File: src/rtl/plcd_pkg.sv
// Shared types and constants for the polyline line crossing detector.
`default_nettype none

package plcd_pkg;

    // Arc positions are unsigned Q21.10 values of this many bits.
    localparam int S_BITS     = 31;
    localparam int S_CNT_BITS = $clog2(S_BITS);

    // Configuration register indexes.
    localparam int CFG_ADDR_BITS = 2;
    localparam logic [CFG_ADDR_BITS-1:0] CFG_LINE_START_X = 2'd0;
    localparam logic [CFG_ADDR_BITS-1:0] CFG_LINE_START_Y = 2'd1;
    localparam logic [CFG_ADDR_BITS-1:0] CFG_LINE_END_X   = 2'd2;
    localparam logic [CFG_ADDR_BITS-1:0] CFG_LINE_END_Y   = 2'd3;

    // Control of the bit-serial multiplier lanes.
    typedef struct packed {
        logic load;
        logic step;
        logic last;
    } t_mul_ctrl;

endpackage

`default_nettype wire

File: src/rtl/plcd_divider.sv
// Serial offset unit: forms mag*nt one bit a cycle, then divides by det one quotient bit a cycle.
`default_nettype none

module plcd_divider
    import plcd_pkg::*;
#(
    parameter int W = 66
) (
    input  wire                i_clk,
    input  wire                i_rst_n,
    input  wire                i_start,
    input  wire [S_BITS-1:0]   i_mag,
    input  wire [W-1:0]        i_nt,
    input  wire [W-1:0]        i_det,
    output logic               o_done,
    output logic [S_BITS-1:0]  o_quot
);

    localparam int PW = W + S_BITS;

    localparam logic [1:0] D_IDLE = 2'd0;
    localparam logic [1:0] D_MUL  = 2'd1;
    localparam logic [1:0] D_DIV  = 2'd2;
    localparam logic [1:0] D_DONE = 2'd3;

    logic [1:0]            r_state;
    logic [1:0]            n_state;
    logic [S_CNT_BITS-1:0] r_cnt;
    logic [S_CNT_BITS-1:0] n_cnt;
    logic [PW-1:0]         r_prod;
    logic [PW-1:0]         n_prod;
    logic [S_BITS-1:0]     r_mag;
    logic [S_BITS-1:0]     n_mag;

    logic [PW-1:0] w_mul_next;
    logic [W:0]    w_trial;
    logic [W:0]    w_diff;
    logic          w_ge;
    logic [W-1:0]  w_rem;
    logic [PW-1:0] w_div_next;
    logic          w_last;

    // nt and det are held steady by the caller for the whole run. Since
    // nt <= det and mag < 2^S_BITS, the upper part of the product is already
    // below det, so plain restoring division over the low bits is exact.
    always_comb begin
        w_mul_next = {r_prod[PW-2:0], 1'b0} + (r_mag[S_BITS-1] ? PW'(i_nt) : '0);
        w_trial    = {r_prod[PW-1:S_BITS], r_prod[S_BITS-1]};
        w_diff     = w_trial - {1'b0, i_det};
        w_ge       = !w_diff[W];
        w_rem      = w_ge ? w_diff[W-1:0] : w_trial[W-1:0];
        w_div_next = {w_rem, r_prod[S_BITS-2:0], w_ge};
        w_last     = (r_cnt == S_CNT_BITS'(S_BITS - 1));
    end

    always_comb begin
        n_state = r_state;
        n_cnt   = r_cnt;
        n_prod  = r_prod;
        n_mag   = r_mag;
        unique case (r_state)
            D_IDLE: begin
                if (i_start) begin
                    n_state = D_MUL;
                    n_cnt   = '0;
                    n_prod  = '0;
                    n_mag   = i_mag;
                end
            end
            D_MUL: begin
                n_prod = w_mul_next;
                n_mag  = r_mag << 1;
                n_cnt  = r_cnt + 1'b1;
                if (w_last) begin
                    n_cnt   = '0;
                    n_state = D_DIV;
                end
            end
            D_DIV: begin
                n_prod = w_div_next;
                n_cnt  = r_cnt + 1'b1;
                if (w_last) begin
                    n_cnt   = '0;
                    n_state = D_DONE;
                end
            end
            D_DONE: begin
                n_state = D_IDLE;
            end
            default: begin
                n_state = D_IDLE;
            end
        endcase
    end

    always_ff @(posedge i_clk) begin
        if (!i_rst_n) begin
            r_state <= D_IDLE;
            r_cnt   <= '0;
        end else begin
            r_state <= n_state;
            r_cnt   <= n_cnt;
        end
        r_prod <= n_prod;
        r_mag  <= n_mag;
    end

    assign o_done = (r_state == D_DONE);
    assign o_quot = r_prod[S_BITS-1:0];

endmodule

`default_nettype wire

File: config.mk
export PLATFORM = sky130hd
export DESIGN_NAME = plcd_divider
export DESIGN_NICKNAME = d
export VERILOG_FILES = /design/src/rtl/plcd_pkg.sv /design/src/rtl/plcd_divider.sv
export SDC_FILE = /design/constraint.sdc
export NUM_CORES = 1
export LEC_CHECK = 0
export ABC_CLOCK_PERIOD_IN_PS = 6700
export BUFFER_PORTS_ARGS = -buffer_cell sky130_fd_sc_hd__clkbuf_2
export CORE_MARGIN = 2
export CORE_UTILIZATION = 55
export CTS_CLUSTER_SIZE = 20
export DETAILED_ROUTE_END_ITERATION = 8
export GPL_TIMING_DRIVEN = 1
export PLACE_DENSITY = 0.76
export SLEW_MARGIN = 0
export SYNTH_ARGS = -nofsm -noshare
export SYNTH_HDL_FRONTEND = slang
export SYNTH_SLANG_ARGS = --single-unit
File: constraint.sdc
create_clock -name i_clk -period 6.7 [get_ports i_clk]
set_clock_uncertainty 0.05 [all_clocks]
set_input_delay 1.005 -clock i_clk [delete_from_list [all_inputs] [get_ports i_clk]]
set_output_delay 1.005 -clock i_clk [all_outputs]
set_load 0.005 [all_outputs]
; Yosys cells after proc, flatten, opt, wreduce, memory -nomap -nowiden
; Index checks and enable logic that the tools add are counted.
[word_totals]
out_inout_bits = 32
regBits = 135
elab_cells = 37
[op_classes]
reduce_logical = 10
n_addsub = 3
n_eq_ne = 7
muxes = 13
[op_table]
columns = op, n
row1 = $pmux 97 s3, 1
row2 = $mux 66, 2
row3 = $add 97x66->97, 1
row4 = $mux 97, 1
row5 = $sub 67x66->67, 1
row6 = $pmux 31 s2, 1
row7 = $mux 31, 1
row8 = $mux 5, 2
row9 = $pmux 5 s2, 1
row10 = $pmux 2 s4, 1
row11 = $mux 2, 3
row12 = $ne 2x2->1 const B, 3
row13 = $reduce_and 2->1, 3
row14 = $add 5x1->5 const B, 1
row15 = $eq 5x5->1 const B, 1
row16 = $eq 2x2->1 const B, 2
row17 = $reduce_bool 2->1, 2
row18 = $reduce_and 3->1, 1
row19 = $reduce_bool 3->1, 1
row20 = $eq 2x1->1 const B, 1
row21 = $logic_not 2->1, 1
row22 = $reduce_or 2->1, 1
row23 = $logic_not 1->1, 1

; Logic depth before layout (Yosys ltp)
[logic_depth]
ltp_word = 4
mapped_depth = 16
ltp_nobuf = 14

; Worst setup path after synthesis
; Ideal clock, no wire load.
[synth_timing]
path_type = input -> register
from = input port i_start
to = register r_prod[0] (enable)
arrival_time_ns = 5.460
path_buffers = 0
required_time_ns = 6.086
path_stages = 2
path_slack_ns = 0.626
cell_sequence = nand2b_1 nor2b_1
[synth_between]
elab_chain_cells = 2
[synth_rtl]
columns = item, line
row1 = "start, declared", plcd_divider.sv:11  ; input wire i_start,
row2 = $ne 2x2->1 (no source line), -
row3 = $reduce_and 2->1 (no source line), -
row4 = "end signal, assigned", plcd_divider.sv:104  ; r_prod <= n_prod;
row5 = "end, declared", plcd_divider.sv:30  ; logic [PW-1:0] r_prod;
; No other way between the ends.
; A chain may end at the register's enable or synchronous reset.

; Final worst setup path
[layout_timing]
from = input port i_det[1]
to = register r_prod[54] (data pin)
[layout_between]
elab_chain_cells = 3
[layout_rtl]
columns = item, line
row1 = "start, declared", plcd_divider.sv:14  ; input wire [W-1:0] i_det,
row2 = $sub 67x66->67, plcd_divider.sv:49  ; w_diff = w_trial - {1'b0, i_det};
row3 = $mux 66, plcd_divider.sv:51  ; w_rem = w_ge ? w_diff[W-1:0] : w_trial[W-1:0];
row4 = $pmux 97 s3, plcd_divider.sv:61  ; unique case (r_state)
row5 = net n_prod[54], plcd_divider.sv:31  ; logic [PW-1:0] n_prod;
; The timed path passes the listed nets, and every way through them passes these cells.

==> results_dict.tcl <==
set metrics [dict create \
    status "finished, final reports clean" \
    grt_use_total_pct 30.0 \
    tightest_slew_ps 1140 \
    worstSetupPathType "input pin to flop" \
    ys_seq_area_share_pct 25.5 \
    synth.cell_area_um2 15600 \
    grt_first_pass_wirelength_mm 73.5 \
    cp_slowest_cell "fa_1" \
    power_mw 8.01 \
    clock_path_buffers 2 \
    crit_path_max_fanout 22 \
    finalCritPeriodShare_pct 72.3 \
    cts.sinks 135 \
    place.gp.congestion 1.01 \
    antenna_found_initial 1 \
    clock-root-buffer "clkbuf_16" \
    ys_warn_count 0 \
    initial_utilization_pct 56.2 \
    die_h_um 173 \
    critPathLaunchType "input pin" \
    synth_area_leader_cell "edfxtp_1" \
    share_seq_of_total_power_pct 23.3 \
    p_leak_nw 7.59 \
    netSwitchingPower_mw 4.02 \
    yosys.area.top_type_share_pct 24.6 \
    post-synth-top-count-cell "a21oi_1" \
    reg2reg_depth 15 \
    wl_per_cell_um 19.0 \
    rows 61 \
    drive_gt1_share_pct 15.4 \
    vias 15100 \
    syn_inst 1917 \
    ys_top_cells_by_count "173 x a21oi_1, 156 x nand2_1, 138 x ha_1, 138 x nor2_1, 128 x edfxtp_1" \
    critPathMaxStageDelay_ps 500 \
    hold_buffers 0 \
    syn-num-nets 2223 \
    die-width_um 173 \
    report.final.hold_viol_count 0 \
    cp_cell_sequence "clkbuf_2 > inv_1 > fa_1 > a21o_1 > a221oi_2 > o2bb2ai_1 > a221o_2 > o21ba_4 > o21ai_4 > a21oi_1 > nor3_4 > buf_4 > mux2i_1 > o22ai_1" \
    avgSynthCellArea_um2 8.16 \
    synth_cell_types 84 \
    tns_ps 0 \
    grt_setup_unrepaired "false" \
    syn_to_final_growth_pct 9.99 \
    core_um2 27900 \
    clk_pin_slew_ps 60 \
    maxCapViolations 0 \
    ys_async_sr_fraction_pct 0 \
    die_area_um2 29800 \
    vdd_drop_max_v 0.000289 \
    postCtsSetupBuffers 0 \
    overflow 0 \
    final_nets 2336 \
    htreeDepth 4 \
    grt_pass1_vias 14600 \
    p_sw_share_pct 50.2 \
    drt_first_pass_iters 6 \
    end_kind "flop" \
    clkLatencyLatePin_ps 440 \
    num-fill-cells 2503 \
    powerDensity_nw_per_um2 466 \
    wirelength_mm 45.9 \
    synthFlopType "edfxtp_1" \
    cp.required_ps 6810 \
    viasPerCell 6.24 \
    p_int_mw 3.99 \
    finalSetupViolations 0 \
    synth_area_leaders "edfxtp_1 25%, ha_1 11%, a21oi_1 5.5%" \
    cts_tree "built" \
    hold_path_class "flop to flop" \
    whs_path_depth 2 \
    ys_seq_elements 135 \
    power.share.clock_pct 11.9 \
    portBuffers 197 \
    period_needed_ps 4850 \
    io_pins 198 \
    postRouteAntennaNets 0 \
    max_freq_mhz 206 \
    max-slew-margin-rel_pct 23.8 \
    drc 0 \
    drt-initial-drc-count 1604 \
    place_hpwl_mm 35.1 \
    cts_resized 0 \
    maxSlewViolCount 0 \
    critPathArrivalTime_ps 4950 \
    grt_max_degree 57 \
    power_frac_comb_pct 64.8 \
    synth-edff-count 128 \
    cts_buffers 17 \
]
## cells in the final DEF (no fill, tap or decap), drive strengths merged, types with 29 or more instances in the layout
cell	instances
a21o	82
a21oi	174
and2	77
clkbuf	220
edfxtp	128
ha	138
inv	114
mux2	31
nand2	159
nand3	39
nand4	42
nor2	138
nor3	41
o21ai	114
o22ai	29
xnor2	75
xor2	52
## worst paths after layout
path              slack (ps)  startpoint         end
hold reg to reg          480    r_cnt[4]    r_cnt[4]
setup / recovery        1850    i_det[1]  r_prod[54]
setup reg to reg        1980  r_prod[30]  r_prod[54]
hold / removal           480    r_cnt[4]    r_cnt[4]
## worst max-delay path: cells and delay by family
family                   cells  cell delay (ps)
multiplexers                 1              280
AND/OR/NAND/NOR              1              370
AO/OA/AOI/OAI                8             2100
buffers and inverters        3              700
adder cells (fa/ha/maj)      1              500
## kinds of logic after synthesis
group / synth area share [%]
and+or+nand+nor: 18.9
xor gates and xnor gates: 7.11
muxes: 4.02
adders and majority gates: 11.3
DFF: 25.5
buffers and inverters: 6.49
AOI/OAI and AO/OA: 26.8
## per-layer routing
metal  share of wire [%]  global-route usage (%)  vias to the layer above
met1                  45                    41.1                     7009
met3                 8.6                    5.63                      107
li1                    -                       -                     7308
met4                 3.0                    11.8                        0
met5                   0                       0                        -
met2                  44                    46.8                      696
## stage by stage
stage | utilization (%) | setup WS (ps) | hold WS (ps) | instance area [µm²] | instances
floorplan | - | 626 | 429 | 15600 | 1917
global placement | 59.7 | 1590 | 450 | 16600 | 2389
detailed placement | 59.7 | 1440 | 464 | 16600 | 2389
CTS | 61.8 | 1900 | 480 | 17200 | 2421
global route | 61.8 | 1640 | 511 | 17200 | 2421
finish | 61.8 | 1850 | 477 | 17200 | 2422
## flip-flops by register name (all words and copies together) (netlist names)
register and count:
r_state 2, r_prod 97, r_cnt 5, r_mag 31
## cell type report
class                           count  area, µm²  area share (%)
Sequential cell                   135       3980            23.2
Tap cell                          378        473            2.75
Timing Repair Buffer              210       1080            6.30
Multi-Input combinational cell   1554      10700            62.0
Antenna cell                        1       2.50          0.0145
Clock inverter                      9       91.3           0.531
Clock buffer                       23        489            2.84
Inverter                          112        420            2.44
## power by group through the flow
stage	Combinational (mW)	Sequential [mW]	Clock (mW)
after floorplan	4.01	1.71	0
after global placement	4.99	1.84	0
after detailed placement	5.06	1.85	0
after CTS	5.10	1.84	0.961
after global routing	5.70	1.90	0.987
final	5.19	1.86	0.952
Note: power is estimated with default switching activity, not from simulation.
