File: src/rtl/plcd_pkg.sv
// Shared types and constants for the polyline line crossing detector.
`default_nettype none

package plcd_pkg;

    // Arc positions are unsigned Q21.10 values of this many bits.
    localparam int S_BITS     = 31;
    localparam int S_CNT_BITS = $clog2(S_BITS);

    // Configuration register indexes.
    localparam int CFG_ADDR_BITS = 2;
    localparam logic [CFG_ADDR_BITS-1:0] CFG_LINE_START_X = 2'd0;
    localparam logic [CFG_ADDR_BITS-1:0] CFG_LINE_START_Y = 2'd1;
    localparam logic [CFG_ADDR_BITS-1:0] CFG_LINE_END_X   = 2'd2;
    localparam logic [CFG_ADDR_BITS-1:0] CFG_LINE_END_Y   = 2'd3;

    // Control of the bit-serial multiplier lanes.
    typedef struct packed {
        logic load;
        logic step;
        logic last;
    } t_mul_ctrl;

endpackage

`default_nettype wire

File: src/rtl/plcd_serial_mul.sv
// Bit-serial signed shift-add multiplier lane, one multiplier bit per cycle.
`default_nettype none

module plcd_serial_mul
    import plcd_pkg::*;
#(
    parameter int B = 33,
    parameter int W = 66
) (
    input  wire                  i_clk,
    input  wire t_mul_ctrl       i_ctrl,
    input  wire logic signed [B-1:0] i_mcand,
    input  wire logic [B-1:0]    i_mplier,
    output logic [W-1:0]         o_prod
);

    logic [W-1:0] r_acc;
    logic [W-1:0] r_mcand;
    logic [B-1:0] r_mplier;
    logic [W-1:0] w_addend;
    logic [W-1:0] w_sum;

    // The top multiplier bit carries negative weight, so it is subtracted.
    always_comb begin
        w_addend = r_mplier[0] ? r_mcand : '0;
        w_sum    = i_ctrl.last ? (r_acc - w_addend) : (r_acc + w_addend);
    end

    always_ff @(posedge i_clk) begin
        if (i_ctrl.load) begin
            r_acc    <= '0;
            r_mcand  <= W'(i_mcand);
            r_mplier <= i_mplier;
        end else if (i_ctrl.step) begin
            r_acc    <= w_sum;
            r_mcand  <= {r_mcand[W-2:0], 1'b0};
            r_mplier <= r_mplier >> 1;
        end
    end

    assign o_prod = r_acc;

endmodule

`default_nettype wire

File: config.mk
export PLATFORM = sky130hd
export DESIGN_NAME = plcd_serial_mul
export DESIGN_NICKNAME = d
export VERILOG_FILES = /design/src/rtl/plcd_pkg.sv /design/src/rtl/plcd_serial_mul.sv
export SDC_FILE = /design/constraint.sdc
export NUM_CORES = 1
export LEC_CHECK = 0
export ABC_AREA = 1
export BUFFER_PORTS_ARGS = -buffer_cell sky130_fd_sc_hd__buf_2
export CAP_MARGIN = 40
export CELL_PAD_IN_SITES_DETAIL_PLACEMENT = 0
export CELL_PAD_IN_SITES_GLOBAL_PLACEMENT = 2
export CORE_ASPECT_RATIO = 0.75
export CORE_MARGIN = 3
export CORE_UTILIZATION = 30
export DETAILED_ROUTE_END_ITERATION = 10
export PLACE_DENSITY = 0.87
export SLEW_MARGIN = 20
export SYNTH_ARGS = -nofsm -noshare
export SYNTH_HDL_FRONTEND = slang
export SYNTH_SLANG_ARGS = --single-unit
File: constraint.sdc
create_clock -name i_clk -period 5.1 [get_ports i_clk]
set_input_delay 0.255 -clock i_clk [delete_from_list [all_inputs] [get_ports i_clk]]
set_output_delay 0.255 -clock i_clk [all_outputs]
set_load 0.05 [all_outputs]
After elaboration in Yosys (flattened, before gate mapping)
Cells that the tools add are included.
{"block": "totals", "word_cells": 12, "reg_bits": 165}
{"block": "classes", "n_reduce_logical": 1, "addsub": 2, "muxes": 6}
{"operator": "two-way mux 66 bit", "count": 4}
{"operator": "adder 66 bit", "count": 1}
{"operator": "two-way mux 33 bit", "count": 2}
{"operator": "subtractor 66 bit", "count": 1}
{"operator": "nonzero test 2 bit", "count": 1}

Longest topological paths before layout
Gate-level depths: netlist of run 1.
{"block": "logic_depth", "ltp_word": 3, "ltp_mapped": 29}

Worst setup path after synthesis of run 1
No wires, ideal clock.
{"block": "synth_path", "path_type": "register to register", "start": "reg r_mplier[0]", "end": "reg r_acc[57], in the netlist o_prod[57]", "setup_slack_ps": 1663, "setup_time_ps": 109, "arrival_ps": 3328, "period_less_slack_ps": 3437, "stages_incl_launch_ff": 26, "cell_sequence": "edfxtp_1 buf_6 nand2_2 ha_1 nand2_1 nor2_1 nand3b_1 nor2_2 nand2_1 inv_2 nand3_2 o21ai_2 nand3_1 xor2_1 inv_1 ha_1 nand2_1 nor2_1 inv_1 nor2_1 nand4_1 or2_2 nand3_1 nand3_1 nand2_1 inv_1"}
{"block": "synth_between", "elab_chain_len": 3, "elab_cells_between_ends": 4}
{"item": "from (decl)", "line_no": "plcd_serial_mul.sv:19", "source": "logic [B-1:0] r_mplier;"}
{"item": "from (signal assigned)", "line_no": "plcd_serial_mul.sv:33", "source": "r_mplier <= i_mplier;"}
{"item": "from (signal assigned)", "line_no": "plcd_serial_mul.sv:37", "source": "r_mplier <= r_mplier >> 1;"}
{"item": "two-way mux 66 bit (*)", "line_no": "plcd_serial_mul.sv:25", "source": "w_addend = r_mplier[0] ? r_mcand : '0;"}
{"item": "adder 66 bit or subtractor 66 bit (tied branches)", "line_no": "plcd_serial_mul.sv:26", "source": "w_sum = i_ctrl.last ? (r_acc - w_addend) : (r_acc + w_addend);"}
{"item": "two-way mux 66 bit (*)", "line_no": "plcd_serial_mul.sv:26"}
{"item": "to (signal assigned)", "line_no": "plcd_serial_mul.sv:35", "source": "r_acc <= w_sum;"}
{"item": "to (decl)", "line_no": "plcd_serial_mul.sv:17", "source": "logic [W-1:0] r_acc;"}
Mark *: on every way between the ends. The rest lies on a longest branch, timed or not.
A chain may end at the register's enable or synchronous reset.

Worst setup path after layout of run 1
{"block": "layout_path", "start": "reg r_mplier[0]", "end": "reg r_acc[63], in the netlist o_prod[63]"}
The elaborated chain is that of the path after synthesis.

==> metrics.txt, run 1 <==
status=finished clean; worst setup margin=577 ps; PortBufs=135; Max-cap violations=0; maximum vdd ir drop=258 uV; Clock transition at path regs=80 ps; largest net degree at the start of global routing=74; initial antenna violation count=3; DP Area=0.0149 sq mm; EDFF count, synth=99; antenna-violating nets left=0; most frequent cell after synthesis=nand2_1; HP Class=in -> reg; Synth Area in Adders=0.0620; mean routed wirelength per cell=17.8 um; Yosys top cell by area=edfxtp_1; CTS sink count=165; top cell type's share of synthesized area=0.218; Synth Net Count=2246; Max Freq=221 MHz; final setup skew=16.5 ps; DR pass1 iterations=5; CTS buffer count=17; CP Launch Type=flip-flop; first-pass GRT wire length=76300 um; Clk Latency, worst-skew pair=480 ps; Critical Path RT=5480 ps; r2r worst-path depth=25; Leak Pwr=7.90 nW; TritonCTS clock tree=yes; mux contribution to synthesized area=0; GP Congestion=0.915; Least-Margin Pin Slew=805 ps; post-route cell area=0.0156 sq mm; initial core utilization=0.309; worst path arrival time=4910 ps; unrepaired setup endpoints after global routing=false; Synth async-reset ratio=0; post-synthesis sequential area ratio=0.315; simple logic cell fraction of the synthesized area=0.342; hold_buf cts=0; Syn Area/Cell=6.46 sq um; Yosys Warn Count=0; fin crit period=4520 ps; Setup Viol. Count Final=0; post-synth cell types=51; Post-synth top cells=nand2_1 (665), nor2_1 (293), inv_1 (277); CTS H-tree lvls=4; count of state elements after synthesis=165; PostCTS Resize Cnt=0; Initial DRC Count=1056; compound-cell area share of the yosys netlist=0.126; Vias=13700; Max clock buf depth=2; Top FF cell, synth=edfxtp_1; share of cells above drive strength 1=0.106; Cells after Synth=2109; Worst setup EP type=flip-flop; Die Y=191 um; synth top area cells=edfxtp_1 (22%), nand2_1 (18%), dfxtp_1 (9.7%), nor2_1 (8.1%), inv_1 (7.6%); Remaining DRCs=0; Global Route Usage Sum=0.210; Max transition margin=0.461; CP Class=reg -> reg; Die Span X=252 um; Post-CTS Setup Repair Bufs=0; drt total wl=50100 um; main combinational cell family by area after synthesis=simple AND/OR/NAND/NOR gates; core area=0.0441 sq mm; worst hold stages=3; nets=2360; DPL Wire Length=41100 um; full die area=0.0481 sq mm; synthesized area=0.0136 sq mm; Fin Hold WS=42.6 ps; clock root cell=clkbuf_16; Synth Area in XOR/XNOR=0.0585; pre-CTS setup slack=557 ps; total power=6.02 mW; post-route setup TNS=0 ps; IO Count=136; power density cells=386 mW/mm^2; max-slew violation count=0; final period utilization=0.887; n_diodes=0; GRT overflow=0; Std-Cell Rows=66; Layout area overhead=14.3%; critical path peak fanout=69; endpoints failing hold=0; vias per cell=4.87; number of global-route vias before repair=12900
[layout by cell type (no fill, tap or decap), types with 66 or more instances in the layout]
cell type and count:
nor2_1 293, nand3_1 87, buf_2 133, dfxtp_1 66
nand2_1 665, ha_1 66, a21oi_1 122, inv_1 276
o21ai_0 127, edfxtp_1 99
[report_power, final]
| part | internal (mW) | switching [mW] |
|---|---|---|
| registers | 1.61 | 0.179 |
| logic | 0.822 | 1.98 |
| clock network | 0.723 | 0.708 |
[metrics by stage]
| step | cells | utilization |
|---|---|---|
| floorplan | 2109 | - |
| global placement | 2779 | 0.337 |
| detailed placement | 2781 | 0.338 |
| CTS | 2813 | 0.353 |
| global route | 2814 | 0.353 |
| finish | 2814 | 0.353 |
[path summary, 6_finish.rpt]
path / startpoint / slack (ps) / to
max: r_mplier[0]$_DFFE_PP_ / 580 / o_prod[63]$_SDFFE_PP0P_
min: i_mcand[0] / 40 / r_mcand[0]$_SDFFCE_PN0P_
max reg2reg: r_mplier[0]$_DFFE_PP_ / 580 / o_prod[63]$_SDFFE_PP0P_
min reg2reg: o_prod[4]$_SDFFE_PP0P_ / 510 / o_prod[4]$_SDFFE_PP0P_
[state kept, by name, summed over array words and instances, names as in the netlist]
name / count
r_mplier: 33
o_prod: 66
r_mcand: 66
[critical path: stages (launching register included)]
cell and delay, ps:
edfxtp_1 530, buf_12 260, nand2_1 110, inv_1 60, nor2_1 140, inv_1 50, nor3_1 200, nand4_1 110
nor2_1 220, a21oi_1 160, nor2_2 190, o21ai_0 170, xnor2_1 190, inv_1 140, ha_1 420, a21o_1 250
a21oi_1 260, nor2_1 70, o21ai_0 230, nand2_1 80, a21oi_1 240, nand2_1 80, nand2_1 60, nand3_1 60
nand2_1 90, inv_1 40
[routing by layer]
layer	vias up	track usage	wire length [um]
met5	-	0	29
met4	6	0.0441	535
met3	39	0.0398	3280
met2	399	0.299	20000
met1	6298	0.326	26200
li1	6973	-	-
[logic make-up after synthesis]
group | count (synthesis)
AOI/OAI and AO/OA | 311
xor gates and xnor gates | 91
adders and majority gates | 67
buffers and inverters | 336
DFF | 165
and+or+nand+nor | 1139
[cell type report]
class | instances | area, sq um
sequential | 165 | 4290
fill | 4946 | 28500
tap | 578 | 723
clock inverter | 15 | 213
clock buffer | 17 | 425
multi-input combinational | 1608 | 8020
timing repair buffer | 149 | 846
inverter | 282 | 1060
(Power assumes the default switching activity.)
==> run 2, diff against run 1 <==
--- a/config.mk
+++ b/config.mk
@@ -5,7 +5,6 @@
 export SDC_FILE = /design/constraint.sdc
 export NUM_CORES = 1
 export LEC_CHECK = 0
-export ABC_AREA = 1
 export BUFFER_PORTS_ARGS = -buffer_cell sky130_fd_sc_hd__buf_2
 export CAP_MARGIN = 40
 export CELL_PAD_IN_SITES_DETAIL_PLACEMENT = 0
@@ -14,7 +13,7 @@
 export CORE_MARGIN = 3
 export CORE_UTILIZATION = 30
 export DETAILED_ROUTE_END_ITERATION = 10
-export PLACE_DENSITY = 0.87
+export PLACE_DENSITY = 0.8
 export SLEW_MARGIN = 20
 export SYNTH_ARGS = -nofsm -noshare
 export SYNTH_HDL_FRONTEND = slang
==> run 2 against run 1 <==
Effect of this change:
- power grew 35%
- sequential share of layout area up 2.1 points
- wire length shrank 22%
- critical path depth is 4 lower
- first-iteration DRC count down 10%
- non-clock buffer count grew 48
- synthesized cell count is 34% lower
- combinational power increased by 71%
- clock skew about the same
- critical path type unchanged
- worst setup slack worse by 340 ps
- synthesized area is 11% lower
==> metrics.txt, run 2 <==
Layout area overhead=19.1%; Synth async-reset ratio=0 (unchanged); Setup Viol. Count Final=0 (unchanged); Post-synth top cells=nor2_1 (140), nand2_1 (128), a21oi_1 (107); worst setup margin=234 ps (-343 ps); Yosys top cell by area=edfxtp_1; CTS sink count=165 (unchanged); critical path's largest stage delay=530 ps (about the same); first-pass GRT wire length=61900 um (-19%); RR Startpoint=r_mcand[7]$_DFFE_PP_; n_diodes=0 (unchanged); synth top area cells=edfxtp_1 (24%), dfxtp_1 (11%), ha_1 (6.8%), mux2_2 (5.8%), a21oi_1 (4.4%); Vias=11000 (-20%); Std-Cell Rows=63 (-4.5%); Leak Pwr=6.06 nW (-23%); Syn Area/Cell=8.75 sq um (+35%); Global Route Usage Sum=0.183 (-0.0277); Initial DRC Count=948 (-10%); CP Class=reg -> reg; initial core utilization=0.306 (-0.00327); core area=0.0398 sq mm (-9.7%); unrepaired setup endpoints after global routing=true; IO Count=136 (unchanged); largest net degree at the start of global routing=76 (+2.7%); Cells after Synth=1391 (-34%); Yosys Warn Count=0 (unchanged); CTS buffer count=17 (unchanged); Top FF cell, synth=edfxtp_1; CP Cell Sequence=nor3_2 -> nand3_2 -> o41ai_4 -> nand3_2 -> nor3_4 -> and3_4 -> and2_1 -> a21oi_1 -> a31oi_1 -> ha_2 -> nand4_1 -> o221ai_1 -> a31oi_1 -> o41a_2 -> nor2_4 -> a31oi_1 -> buf_4 -> o21ai_4 -> a311o_1 -> xnor2_1 -> o21ai_1; final core utilization=0.364 (+0.0109); most frequent cell after synthesis=nor2_1; critical path peak fanout=5 (-93%); drt total wl=39300 um (-22%); TritonCTS clock tree=yes; post-route cell area=0.0145 sq mm (-6.9%); HP Class=in -> reg; Max clock buf depth=2 (unchanged); Buf+Inv Stages, Crit Path=1 (-4); total power=8.12 mW (+35%); Die Y=180 um (-5.3%); DPL Wire Length=29800 um (-28%); GRT overflow=0 (unchanged); Fillers=4138 (-16%); number of global-route vias before repair=10400 (-19%); CP Launch Type=flip-flop; CTS H-tree lvls=4 (unchanged); EDFF count, synth=99 (unchanged); Clk Latency, worst-skew pair=460 ps (-20 ps); DP Area=0.0137 sq mm (-8.4%); Die Span X=239 um (-5.4%); Critical Path RT=5450 ps (-30 ps); CP max-delay cell=o41a_2; share of cells above drive strength 1=0.226 (+0.120); worst hold path startpoint=i_mplier[32]; placed cell count=2024 (-27%); Clock transition at path regs=70 ps (about the same); Synth Net Count=1528 (-32%); crit path launch=r_mcand[7]$_DFFE_PP_; clock root cell=clkbuf_16; maximum vdd ir drop=247 uV (-4.5%); worst reg2reg setup slack=230 ps (-340 ps); fin crit period=4870 ps (+343 ps); initial antenna violation count=0 (-3); Max-cap violations=0 (unchanged); count of state elements after synthesis=165 (unchanged); CP most frequent cell=a31oi_1; final setup skew=16.6 ps (+0.0321 ps); hold_buf cts=0 (unchanged); DR pass1 iterations=5 (unchanged); full die area=0.0431 sq mm (-10%); final period utilization=0.954 (+0.0672); antenna-violating nets left=0 (unchanged); Max transition margin=0.404 (-0.0573); GP Congestion=0.885 (-3.3%); top cell type's share of synthesized area=0.244 (+0.0261); vias per cell=5.31 (+9.0%); nets=1671 (-29%); CP delay by family, top=compound AO/OA/AOI/OAI gates; worst path arrival time=5220 ps (+310 ps); Cell Count, Final, Fillers Out=2067 (-27%); synthesized area=0.0122 sq mm (-11%); post-synth cell types=79 (+55%); Worst setup EP type=flip-flop; PortBufs=135 (unchanged); status=finished clean; mean routed wirelength per cell=19.0 um (+6.8%); power density cells=560 mW/mm^2 (+45%); Max Freq=206 MHz (-7.0%); commonest non-fill, non-tap cells in the layout=nor2_1 (138), buf_2 (133), nand2_1 (128); endpoints failing hold=0 (unchanged); post-synthesis sequential area ratio=0.353 (+0.0377); max-slew violation count=0 (unchanged); pre-CTS setup slack=-225 ps (-782 ps); commonest non-fill, non-tap cell in the layout=nor2_1; Remaining DRCs=0 (unchanged); Least-Margin Pin Slew=887 ps (+81.4 ps)
run 2: changes by cell type in the layout (fill, tap and decap cells not counted), sizes merged, moves of 13 or more:
cell    before  now
nand2      687  130
inv        290   60
nor2       306  140
mux2         0   65
nand3       88   31
buf        149  197
mux2i        0   39
a21o         9   36
xnor2       30   51
a211oi       0   19
o211ai       1   20
a21oi      124  110
a31oi        8   22
o21ai      134  121
run 2: timing repair:
| item | 4_1_cts | 5_1_grt |
|---|---|---|
| resized for setup | 7 | 30 |
| pin swaps | 3 | 13 |
| buffers inserted | 1 | 10 |
| endpoints found under the setup margin | 14 | 25 |
run 2: through the flow:
stage,setup TNS [ps],hold slack [ps]
after floorplan,0,446
after global placement,0,471
after detailed placement,-1020,466
after CTS,0,45.1
after global routing,-52.6,63.3
final,0,82.8
run 2: kinds of logic (layout without fill, tap and decap cells):
family                   count (synthesis)  count (layout)  share of synthesized area
AND/OR/NAND/NOR                        420             420                      0.162
AO/OA/AOI/OAI                          406             406                      0.211
flip-flops                             165             165                      0.353
XOR/XNOR                               100             100                     0.0719
adder cells (fa/ha/maj)                 67              67                     0.0695
buffers and inverters                  129             285                     0.0406
multiplexers                           104             104                     0.0928
run 2: final timing paths:
check,endpoint,depth (start not counted)
setup / recovery,o_prod[60]$_SDFFE_PP0P_,21
hold / removal,r_mplier[32]$_SDFFCE_PN0P_,2
setup reg to reg,o_prod[60]$_SDFFE_PP0P_,21
hold reg to reg,o_prod[43]$_SDFFE_PP0P_,2
run 2: layout make-up:
cell class / instances / area [sq um] / share of cell area
Sequential cell: 165 / 4290 / 0.296
Inverter: 56 / 213 / 0.0147
Clock buffer: 18 / 429 / 0.0296
Multi-Input combinational cell: 1097 / 7590 / 0.523
Timing Repair Buffer: 197 / 1200 / 0.0829
Tap cell: 520 / 651 / 0.0449
Clock inverter: 14 / 125 / 0.00863
run 2: layer usage:
metal,vias up,global-route usage,wire (um)
met4,0,0.0387,393
li1,5398,-,-
met5,-,0,0
met3,23,0.0344,2300
met1,5230,0.284,20300
met2,327,0.258,16300
run 2: power breakdown:
group	total [mW]	internal (mW)	switching, mW	leakage [nW]
clock network	1.30	0.676	0.620	0.268
logic	4.79	1.71	3.08	4.23
registers	2.04	1.73	0.307	1.57
run 2: worst register-to-register path, delay by kind of cell, from the launching register on:
kind	cells	cell delay, ps
AO/OA/AOI/OAI	10	2170
adder cells (fa/ha/maj)	1	280
flip-flops	1	450
XOR/XNOR	1	130
buffers and inverters	1	190
AND/OR/NAND/NOR	8	1530
==> run 3, diff against run 2 <==
--- a/config.mk
+++ b/config.mk
@@ -11,9 +11,10 @@
 export CELL_PAD_IN_SITES_GLOBAL_PLACEMENT = 2
 export CORE_ASPECT_RATIO = 0.75
 export CORE_MARGIN = 3
-export CORE_UTILIZATION = 30
+export CORE_UTILIZATION = 35
 export DETAILED_ROUTE_END_ITERATION = 10
-export PLACE_DENSITY = 0.8
+export PLACE_DENSITY = 0.9
+export RECOVER_POWER = 25
 export SLEW_MARGIN = 20
 export SYNTH_ARGS = -nofsm -noshare
 export SYNTH_HDL_FRONTEND = slang
==> run 3 against run 2 <==
Effect of this change:
- the flow now finishes with violations (capacitance limit, slew limit)
- flip-flop and latch count unchanged
- die area fell by 14%
- combinational power about the same
- critical endpoint is now o_prod[65]$_SDFFE_PP0P_
- largest cell class unchanged
- highest routed layer unchanged
==> metrics.txt, run 3 (synthesis gave the netlist of run 2 again) <==
GP Congestion=0.902 (+1.9%); pre-CTS setup slack=65.3 ps (+290 ps); worst setup margin=204 ps (-30.5 ps); CTS H-tree lvls=4 (unchanged); Cell Count, Final, Fillers Out=1994 (-3.5%); largest net degree at the start of global routing=75 (-1.3%); DR pass1 iterations=5 (unchanged); HP Class=in -> reg; Setup Viol. Count Final=0 (unchanged); status=finished with violations; IO Count=136 (unchanged); Clk Latency, worst-skew pair=470 ps (about the same); CP Class=reg -> reg; Worst Setup EP=o_prod[65]$_SDFFE_PP0P_; worst reg2reg setup slack=200 ps (-30 ps); DPL Wire Length=29000 um (-2.4%); power density cells=570 mW/mm^2 (+1.7%); Max clock buf depth=2 (unchanged); Worst setup EP type=flip-flop; Vias=11100 (+0.73%); endpoints failing hold=0 (unchanged); Critical Path RT=5450 ps (about the same); reg2reg end=o_prod[65]$_SDFFE_PP0P_; first-pass GRT wire length=60400 um (-2.6%); Max transition margin=-0.856 (-1.26); vias per cell=5.55 (+4.4%); Fillers=3425 (-17%); Clock transition at path regs=80 ps (about the same); final period utilization=0.960 (+0.00598); Initial DRC Count=833 (-12%); worst path arrival time=5250 ps (+30 ps); critical path peak fanout=7 (+2); GRT overflow=0 (unchanged); Global Route Usage Sum=0.203 (+0.0207); PortBufs=135 (unchanged); Die Span X=221 um (-7.2%); commonest non-fill, non-tap cell in the layout=nor2_1; full die area=0.0371 sq mm (-14%); fin crit period=4900 ps (+30.5 ps); Fin Hold WS=70.2 ps (-12.6 ps); CTS buffer count=17 (unchanged); n_diodes=0 (unchanged); mean routed wirelength per cell=19.1 um (+0.41%); Leak Pwr=5.96 nW (-1.6%); Max-cap violations=1 (+1); commonest non-fill, non-tap cells in the layout=nor2_1 (139), nand2_1 (128), buf_2 (116); Layout area overhead=17.7%; r2r worst-path depth=21 (unchanged); maximum vdd ir drop=272 uV (+10%); drt total wl=38100 um (-3.1%); final core utilization=0.423 (+0.0584); Remaining DRCs=0 (unchanged); nets=1668 (-0.18%); number of global-route vias before repair=10600 (+1.6%); TritonCTS clock tree=yes; initial core utilization=0.359 (+0.0534); Std-Cell Rows=58 (-7.9%); CTS sink count=165 (unchanged); unrepaired setup endpoints after global routing=true; crit path launch=r_mcand[3]$_DFFE_PP_; RR Startpoint=r_mcand[3]$_DFFE_PP_; total power=8.16 mW (+0.49%); Least-Margin Pin Slew=2780 ps (+1900 ps); Die Y=168 um (-7.2%); core area=0.0339 sq mm (-15%); max-slew violation count=58 (+58); Max Freq=204 MHz (-0.62%); hold_buf cts=0 (unchanged); initial antenna violation count=0 (unchanged); clock root cell=clkbuf_16; CP Launch Type=flip-flop; final setup skew=22.2 ps (+5.62 ps); placed cell count=1955 (-3.4%); failing checks=capacitance limit, slew limit; share of cells above drive strength 1=0.207 (-0.0196); antenna-violating nets left=0 (unchanged)
## run 3: power by group
part,leakage [nW],internal [mW],total (mW),switching [mW]
clock network,0.297,0.672,1.36,0.693
logic,4.10,1.70,4.77,3.07
registers,1.57,1.73,2.03,0.296
## run 3: through the flow
step           area [sq um]  setup TNS [ps]
6_report              14300               0
4_1_cts               14200               0
2_1_floorplan         12200               0
3_3_place_gp          13500               0
3_5_place_dp          13600               0
5_1_grt               14300           -56.3
## run 3: how the worst min path moves through the flow
| stage | slack (ps) | depth (start not counted) | start | end |
|---|---|---|---|---|
| after global placement | 460 | 2 | o_prod[64]$_SDFFE_PP0P_ | o_prod[64]$_SDFFE_PP0P_ |
| after detailed placement | 470 | 2 | o_prod[64]$_SDFFE_PP0P_ | o_prod[64]$_SDFFE_PP0P_ |
| after floorplan | 450 | 2 | i_mcand[16] | r_mcand[16]$_DFFE_PP_ |
| final | 70 | 2 | i_mcand[0] | r_mcand[0]$_SDFFCE_PN0P_ |
| after CTS | 60 | 2 | i_mcand[0] | r_mcand[0]$_SDFFCE_PN0P_ |
| after global routing | 80 | 2 | i_mplier[2] | r_mplier[2]$_DFFE_PP_ |
## run 3: layout make-up
| class | count | area, sq um | share of cell area |
|---|---|---|---|
| Tap cell | 450 | 563 | 0.0393 |
| Clock buffer | 17 | 425 | 0.0297 |
| Sequential cell | 165 | 4290 | 0.300 |
| Inverter | 56 | 211 | 0.0148 |
| Multi-Input combinational cell | 1097 | 7500 | 0.523 |
| Clock inverter | 15 | 198 | 0.0138 |
| Timing Repair Buffer | 194 | 1130 | 0.0792 |
## run 3: per-layer routing
metal / share of wire / up-vias / track usage
li1: - / 5397 / -
met1: 0.53 / 5349 / 0.316
met2: 0.40 / 276 / 0.285
met3: 0.050 / 36 / 0.0354
met4: 0.014 / 0 / 0.0579
met5: 0 / - / 0
## run 3: what timing repair did
item                                    4_1_cts  5_1_grt
gates resized for setup                       0       23
endpoints found under the setup margin        0       33
buffers inserted                              0        6
## run 3: worst max-delay path: stages, from the launching register on
cell,delay [ps]
edfxtp_1,490
nor3_4,220
nand3_1,180
o41ai_2,320
nand3_1,200
buf_4,200
a21oi_2,180
a21oi_2,140
a21o_1,200
a31oi_1,190
xnor2_1,190
ha_2,380
a21oi_1,200
o21ai_1,90
a21o_1,180
a21oi_1,120
o21ai_0,130
or2_2,350
o211ai_1,190
nand2_1,70
a211o_1,270
mux2_4,290
